File: src/design/rgbablit_pkg.sv
// Shared package for the RGBA4444 blit pixel engine.
// Holds sizes, register and mode codes, FSM state, control structs and the divide-by-15 helper.
package rgbablit_pkg;

   localparam int COORD_W   = 13;
   localparam int ADDR_W    = 32;
   localparam int PIX_W     = 16;
   localparam int CSR_IDX_W = 3;
   localparam int CSR_DAT_W = 32;

   localparam logic [COORD_W-1:0] MAX_WIDTH = COORD_W'(4096);
   localparam logic [COORD_W-1:0] MAX_ROWS  = COORD_W'(4096);

   typedef enum logic [CSR_IDX_W-1:0] {
      REG_MODE        = 3'd0,
      REG_BLEND_ALPHA = 3'd1,
      REG_FILL_COLOR  = 3'd2,
      REG_DST_BASE    = 3'd3,
      REG_DST_STRIDE  = 3'd4,
      REG_WIDTH       = 3'd5,
      REG_ROW_TOTAL   = 3'd6
   } reg_index_type;

   localparam logic [1:0] MODE_FILL  = 2'd0;
   localparam logic [1:0] MODE_COPY  = 2'd1;
   localparam int         MODE_BLEND_BIT = 1;

   localparam logic [3:0] NIBBLE_MAX = 4'hf;

   typedef enum logic [1:0] {
      ST_IDLE,
      ST_SCALE,
      ST_MIX,
      ST_SEND
   } state_type;

   typedef struct packed {
      logic load;
      logic scale;
      logic mix;
   } cmd_type;

   typedef struct packed {
      logic width_zero;
   } status_type;

   // exact floor(x / 15) for x up to 225
   function automatic logic [3:0] div15(input logic [7:0] x);
      logic [13:0] p;
      p = 14'({1'b0, x} + 9'd1) * 14'd17;
      return p[11:8];
   endfunction

endpackage

File: src/design/rgbablit_ctrl.sv
// Controller for the RGBA4444 blit pixel engine.
// Sequences load, scale, mix and send for one item; uses rgbablit_pkg.
module rgbablit_ctrl
   import rgbablit_pkg::*;
(
   input  logic       clock,
   input  logic       reset,
   input  logic       req_valid,
   output logic       req_ready,
   output logic       rsp_valid,
   input  logic       rsp_ready,
   input  status_type status,
   output cmd_type    cmd
);

   state_type state_ff, state_in;

   always_ff @(posedge clock) begin
      if (reset) begin
         state_ff <= ST_IDLE;
      end else begin
         state_ff <= state_in;
      end
   end

   always_comb begin
      state_in  = state_ff;
      req_ready = 1'b0;
      rsp_valid = 1'b0;
      cmd       = '0;
      case (state_ff)
         ST_IDLE: begin
            req_ready = 1'b1;
            // drop items while the row width is zero
            if (req_valid && !status.width_zero) begin
               cmd.load = 1'b1;
               state_in = ST_SCALE;
            end
         end
         ST_SCALE: begin
            cmd.scale = 1'b1;
            state_in  = ST_MIX;
         end
         ST_MIX: begin
            cmd.mix  = 1'b1;
            state_in = ST_SEND;
         end
         ST_SEND: begin
            rsp_valid = 1'b1;
            if (rsp_ready) begin
               state_in = ST_IDLE;
            end
         end
         default: begin
            state_in = ST_IDLE;
         end
      endcase
   end

endmodule

File: src/design/rgbablit_dpath.sv
// Datapath for the RGBA4444 blit pixel engine: control registers, rectangle walk,
// address generation and the fill/copy/blend pixel unit. Uses rgbablit_pkg.
module rgbablit_dpath
   import rgbablit_pkg::*;
(
   input  logic                 clock,
   input  logic                 reset,
   input  cmd_type              cmd,
   output status_type           status,
   input  logic                 csr_valid,
   input  logic [CSR_IDX_W-1:0] csr_index,
   input  logic [CSR_DAT_W-1:0] csr_data,
   input  logic [PIX_W-1:0]     req_src_pixel,
   input  logic [PIX_W-1:0]     req_dst_pixel,
   output logic [ADDR_W-1:0]    rsp_write_address,
   output logic [PIX_W-1:0]     rsp_out_pixel,
   output logic                 rsp_last_pixel
);

   logic [1:0]         mode_ff;
   logic [3:0]         alpha_ff;
   logic [PIX_W-1:0]   fill_ff;
   logic [ADDR_W-1:0]  base_ff;
   logic [15:0]        stride_ff;
   logic [COORD_W-1:0] width_ff;
   logic [COORD_W-1:0] rows_ff;

   logic [COORD_W-1:0] col_ff, col_in;
   logic [COORD_W-1:0] row_ff, row_in;
   logic [ADDR_W-1:0]  rs_ff, rs_in;

   logic [PIX_W-1:0]   src_ff, dst_ff;
   logic [3:0]         sc_ff;
   logic [PIX_W-1:0]   pix_ff, pix_in;
   logic [ADDR_W-1:0]  addr_ff, addr_in;
   logic               last_ff, last_in;

   logic [COORD_W-1:0] w_eff, h_eff, col_cur, row_cur;
   logic [ADDR_W-1:0]  rs_cur, stride_ext;
   logic               row_end;
   logic [7:0]         scale_prod;
   logic [7:0]         mix_sum [4];
   logic [3:0]         sn [4];
   logic [3:0]         dn [4];
   logic [3:0]         sc_inv;

   always_ff @(posedge clock) begin
      if (reset) begin
         mode_ff   <= MODE_FILL;
         alpha_ff  <= '0;
         fill_ff   <= '0;
         base_ff   <= '0;
         stride_ff <= '0;
         width_ff  <= '0;
         rows_ff   <= COORD_W'(1);
      end else if (csr_valid) begin
         case (csr_index)
            REG_MODE:        mode_ff   <= csr_data[1:0];
            REG_BLEND_ALPHA: alpha_ff  <= csr_data[3:0];
            REG_FILL_COLOR:  fill_ff   <= csr_data[PIX_W-1:0];
            REG_DST_BASE:    base_ff   <= csr_data[ADDR_W-1:0];
            REG_DST_STRIDE:  stride_ff <= csr_data[15:0];
            REG_WIDTH:       width_ff  <= csr_data[COORD_W-1:0];
            REG_ROW_TOTAL:   rows_ff   <= csr_data[COORD_W-1:0];
            default: begin
            end
         endcase
      end
   end

   assign status.width_zero = (width_ff == '0);

   always_comb begin
      w_eff = (width_ff > MAX_WIDTH) ? MAX_WIDTH : width_ff;
      h_eff = (rows_ff == '0) ? COORD_W'(1) : rows_ff;
      if (h_eff > MAX_ROWS) begin
         h_eff = MAX_ROWS;
      end
      col_cur = col_ff;
      row_cur = row_ff;
      // restart the walk if the rectangle shrank below the position
      if (col_ff >= w_eff || row_ff >= h_eff) begin
         col_cur = '0;
         row_cur = '0;
      end
      rs_cur     = (col_cur == '0 && row_cur == '0) ? base_ff : rs_ff;
      stride_ext = {{(ADDR_W-16){stride_ff[15]}}, stride_ff};
      row_end    = (col_cur == w_eff - COORD_W'(1));
      last_in    = row_end && (row_cur == h_eff - COORD_W'(1));
      addr_in    = rs_cur + ADDR_W'({col_cur, 1'b0});
      col_in     = col_cur + COORD_W'(1);
      row_in     = row_cur;
      rs_in      = rs_cur;
      if (last_in) begin
         col_in = '0;
         row_in = '0;
      end else if (row_end) begin
         col_in = '0;
         row_in = row_cur + COORD_W'(1);
         rs_in  = rs_cur + stride_ext;
      end
   end

   always_ff @(posedge clock) begin
      if (reset) begin
         col_ff <= '0;
         row_ff <= '0;
         rs_ff  <= '0;
      end else if (cmd.load) begin
         col_ff <= col_in;
         row_ff <= row_in;
         rs_ff  <= rs_in;
      end
   end

   always_ff @(posedge clock) begin
      if (cmd.load) begin
         src_ff  <= req_src_pixel;
         dst_ff  <= req_dst_pixel;
         addr_ff <= addr_in;
         last_ff <= last_in;
      end
      if (cmd.scale) begin
         sc_ff <= div15(scale_prod);
      end
      if (cmd.mix) begin
         pix_ff <= pix_in;
      end
   end

   assign scale_prod = 8'(alpha_ff) * 8'(src_ff[3:0]);
   assign sc_inv     = NIBBLE_MAX - sc_ff;

   always_comb begin
      pix_in = fill_ff;
      for (int k = 0; k < 4; k++) begin
         sn[k]      = src_ff[4*k +: 4];
         dn[k]      = dst_ff[4*k +: 4];
         mix_sum[k] = 8'(sn[k]) * 8'(sc_ff) + 8'(dn[k]) * 8'(sc_inv);
      end
      if (mode_ff[MODE_BLEND_BIT]) begin
         for (int k = 0; k < 4; k++) begin
            pix_in[4*k +: 4] = div15(mix_sum[k]);
         end
      end else if (mode_ff == MODE_COPY) begin
         pix_in = src_ff;
      end
   end

   assign rsp_write_address = addr_ff;
   assign rsp_out_pixel     = pix_ff;
   assign rsp_last_pixel    = last_ff;

endmodule

File: src/design/rgba4444_blit_pixel_engine.sv
// Top level of the RGBA4444 blit pixel engine.
// Joins rgbablit_ctrl and rgbablit_dpath; uses rgbablit_pkg.
//
// Usage:
//   csr_*  : register writes (index, data), always ready; write only while idle.
//            0 mode, 1 blend alpha, 2 fill color, 3 dst base, 4 dst stride,
//            5 width in pixels, 6 row total.
//   req_*  : one item per destination pixel in row-major order: source pixel
//            and current destination pixel.
//   rsp_*  : write address, pixel to write and a last-pixel flag.
// Flow: an accepted item is loaded, alpha scaled and nibble mixed, each in its own
//   FSM state, before its result is sent. The FSM handles one item at a time
//   (accept, alpha scale, nibble mix, send) and takes no new item until the result is taken.
// With width zero, items are taken and dropped without a result.
// When rsp_ready is low the result holds and req_ready stays low until it is taken.
// Reset clears the registers (row total to one) and the walk position.
module rgba4444_blit_pixel_engine
   import rgbablit_pkg::*;
(
   input  logic                 clock,
   input  logic                 reset,
   input  logic                 req_valid,
   output logic                 req_ready,
   input  logic [PIX_W-1:0]     req_src_pixel,
   input  logic [PIX_W-1:0]     req_dst_pixel,
   output logic                 rsp_valid,
   input  logic                 rsp_ready,
   output logic [ADDR_W-1:0]    rsp_write_address,
   output logic [PIX_W-1:0]     rsp_out_pixel,
   output logic                 rsp_last_pixel,
   input  logic                 csr_valid,
   output logic                 csr_ready,
   input  logic [CSR_IDX_W-1:0] csr_index,
   input  logic [CSR_DAT_W-1:0] csr_data
);

   cmd_type    cmd;
   status_type status;

   assign csr_ready = 1'b1;

   rgbablit_ctrl u_ctrl (
      .clock     (clock),
      .reset     (reset),
      .req_valid (req_valid),
      .req_ready (req_ready),
      .rsp_valid (rsp_valid),
      .rsp_ready (rsp_ready),
      .status    (status),
      .cmd       (cmd)
   );

   rgbablit_dpath u_dpath (
      .clock             (clock),
      .reset             (reset),
      .cmd               (cmd),
      .status            (status),
      .csr_valid         (csr_valid),
      .csr_index         (csr_index),
      .csr_data          (csr_data),
      .req_src_pixel     (req_src_pixel),
      .req_dst_pixel     (req_dst_pixel),
      .rsp_write_address (rsp_write_address),
      .rsp_out_pixel     (rsp_out_pixel),
      .rsp_last_pixel    (rsp_last_pixel)
   );

endmodule

File: config.mk
export PLATFORM = sky130hd
export DESIGN_NAME = rgba4444_blit_pixel_engine
export DESIGN_NICKNAME = d
export VERILOG_FILES = /design/src/design/rgbablit_pkg.sv /design/src/design/rgbablit_ctrl.sv /design/src/design/rgbablit_dpath.sv /design/src/design/rgba4444_blit_pixel_engine.sv
export SDC_FILE = /design/constraint.sdc
export NUM_CORES = 1
export LEC_CHECK = 0
export ABC_AREA = 1
export BUFFER_PORTS_ARGS = -buffer_cell sky130_fd_sc_hd__buf_2
export CAP_MARGIN = 10
export CORE_UTILIZATION = 45
export CTS_BUF_LIST = sky130_fd_sc_hd__clkbuf_4
export CTS_CLUSTER_SIZE = 16
export DETAILED_ROUTE_END_ITERATION = 10
export PLACE_DENSITY = 0.59
export SKIP_CTS_REPAIR_TIMING = 1
export SLEW_MARGIN = 0
export SYNTH_ARGS = -nofsm -noshare
export SYNTH_HDL_FRONTEND = slang
export SYNTH_SLANG_ARGS = --single-unit
File: constraint.sdc
create_clock -name clock -period 10.5 [get_ports clock]
set_clock_uncertainty 0.05 [all_clocks]
set_input_delay 0 -clock clock [delete_from_list [all_inputs] [get_ports clock]]
set_output_delay 0 -clock clock [all_outputs]
set_load 0.01 [all_outputs]
==> run summary <==
Final setup violation count: 0
Core box area: 45,670 um^2
Initial antenna violation count: 3
Ports: 124
Clock Tree Root: clkbuf_4
Wirelength, routed: 64,980 um
RSZ-0062 raised after global routing: no
Pwr dens: 275.6 nW/um^2
Period Utilization, post-route: 72.66%
Max VDD drop: 0.0002244 V
Max-slew headroom: 29.05%
Worst Path Buf+Inv: 3
Routed vias: 19,901
Synth Cell Area: 20,950 um^2
Startpoint types: flip-flop
Post-route ant nets: 0
Top delay family on crit path: simple AND/OR/NAND/NOR gates
Final GP Congestion: 0.9564
YS warnings: 0
Dpl hpwl: 47,150 um
Max Cap Viol: 0
Gr usage total: 27.11%
Status: finished clean
CTS tree: done
# rows: 78
Seq cells post-synth: 241
Netlist cell types: 54
Area growth syn-to-layout: 14.63%
Worst slew pin tran: 1.062 ns
Top cell type's share of synthesized area: 14.91%
Post-layout minimum cycle time: 7.630 ns
Post-route setup TNS: 0 ns
Pin count of the biggest net entering global routing: 81
Initial drt markers: 1,692
Worst-skew pair later-pin latency: 0.80 ns
Drc violations: 0
Tot Pwr: 6.619 mW
Die Ht: 217.8 um
CTS Buf Count: 73
Vias/cell: 5.215
DR pass1 iterations: 6
Mapped Avg Cell Area: 7.162 um^2
Sink Count: 241
Post-synth top area cell: dfxtp_1
Average wire per standard cell: 17.03 um
Worst hold path type: in -> reg
Die width: 217.8 um
Port bufs: 122
Final #Nets: 3,524
CTS Buffer Depth: 3
Post-synth top cells: nand2_1, inv_1, nor2_1
Most used cell, CP: nand2_1
Max incr delay on CP: 0.75 ns
Primary FF master, synth: dfxtp_1
WS Path Type: reg -> reg
Slew Viols, Final: 0
Number of global-route vias before repair: 18,673
Sequential element share of the synthesized area: 27.09%
H-tree depth: 3
Die Area: 47,420 um^2
Layout cells sized above 1: 10.30%
Fin. Hold Viols: 0
Fmax: 131.1 MHz
Slowest CP cell: nor2_2
Fraction of registers with async set or reset after synthesis: 0%
Most numerous cell in the Yosys netlist: nand2_1
Initial core utilization: 45.86%
P_leak: 12.05 nW
Clock-pin transition on the worst setup and hold timing paths: 0.06 ns
CP endpoint kind: flip-flop
Max FO, Critical Path: 64
Remaining Overflow, GRT: 0
Data required, critical path: 11.00 ns
First-pass GRT wire length: 100,400 um
Top cells by area, synth: dfxtp_1, ha_1, edfxtp_1
Post-synth EDFFs: 85
Syn Inst Count: 2,925
Worst EP arrival: 8.13 ns
[logic make-up (layout without fill, tap and decap cells)]
| kind of cell | count (synthesis) | in the layout | synth area share (%) |
|---|---|---|---|
| AO/OA/AOI/OAI | 434 | 434 | 11.19 |
| XOR/XNOR | 127 | 127 | 5.310 |
| adder cells (fa/ha/maj) | 288 | 288 | 20.00 |
| buffers and inverters | 547 | 832 | 10.32 |
| flip-flops | 241 | 241 | 27.09 |
| other | 2 | 8 | 0.03585 |
| AND/OR/NAND/NOR | 1286 | 1286 | 26.06 |
[final timing paths]
path                      startpoint                       endpoint  slack (ns)  depth (start not counted)
setup / recovery  u_dpath.rows_ff[6]  u_dpath.rsp_write_address[24]        2.87                         37
hold / removal             req_valid             u_ctrl.state_ff[1]        0.03                          5
setup reg to reg  u_dpath.rows_ff[6]  u_dpath.rsp_write_address[24]        2.87                         37
hold reg to reg   u_dpath.base_ff[0]             u_dpath.base_ff[0]        0.41                          2
[stage by stage]
step | worst slack, ns | utilization, % | std cells | hold slack [ns] | instance area (um^2)
floorplan | 4.368 | - | 2928 | 0.04887 | 20960
global placement | 3.215 | 48.13 | 3574 | 0.1263 | 21980
detailed placement | 2.954 | 48.13 | 3574 | 0.1281 | 21980
CTS | 2.945 | 50.04 | 3698 | -0.7439 | 22850
global route | 1.990 | 52.58 | 3816 | 0.01068 | 24010
finish | 2.870 | 52.58 | 3816 | 0.02757 | 24010
[cells in the final DEF, fill, tap and decap left out, types with 37 or more instances in the layout]
cell type / instances
a21oi_1: 184
buf_2: 122
clkbuf_4: 106
dfxtp_1: 156
dlygate4sd3_1: 115
edfxtp_1: 85
fa_1: 78
ha_1: 210
inv_1: 441
nand2_1: 670
nand3_1: 190
nand4_1: 41
nor2_1: 294
o21ai_0: 171
xnor2_1: 37
xor2_1: 90
[worst min-delay path: cells and delay by family]
kind | cells | cell delay (ns)
buf+inv | 1 | 0.10
simple gates | 1 | 0.08
compound gates | 3 | 0.58
[cell type report]
type                            instances  area (um^2)
Sequential cell                       241         5675
Tap cell                              600        750.7
Antenna cell                            3        7.507
Clock inverter                         18        76.32
Timing Repair Buffer                  248         1844
Fill cell                            4469        21660
Clock buffer                          106        795.8
Inverter                              460         1728
Multi-Input combinational cell       2140        13140
[metal layers]
metal  share of wire (%)  GRT usage (%)  up-vias
li1                    -              -     9910
met1                  46          37.22     9277
met2                  44          41.59      593
met3                 6.0          5.021      121
met4                 3.6          11.47        0
met5                   0              0        -
[flip-flops by register name, indices dropped and copies added (netlist names), 13 cells and up]
name,count
u_dpath.row_ff,13
u_dpath.src_ff,16
u_dpath.col_ff,13
u_dpath.dst_ff,16
u_dpath.rows_ff,13
u_dpath.rs_ff,32
u_dpath.stride_ff,16
u_dpath.rsp_out_pixel,16
u_dpath.rsp_write_address,32
u_dpath.width_ff,13
u_dpath.fill_ff,16
u_dpath.base_ff,32
[power by group]
| part | leakage [nW] | switching (mW) | internal, mW | total [mW] |
|---|---|---|---|---|
| sequential | 2.06 | 0.0638 | 1.08 | 1.15 |
| combinational | 9.46 | 2.69 | 1.87 | 4.56 |
| clock | 0.527 | 0.447 | 0.460 | 0.908 |
No activity file was read; power rests on OpenSTA's default activity.
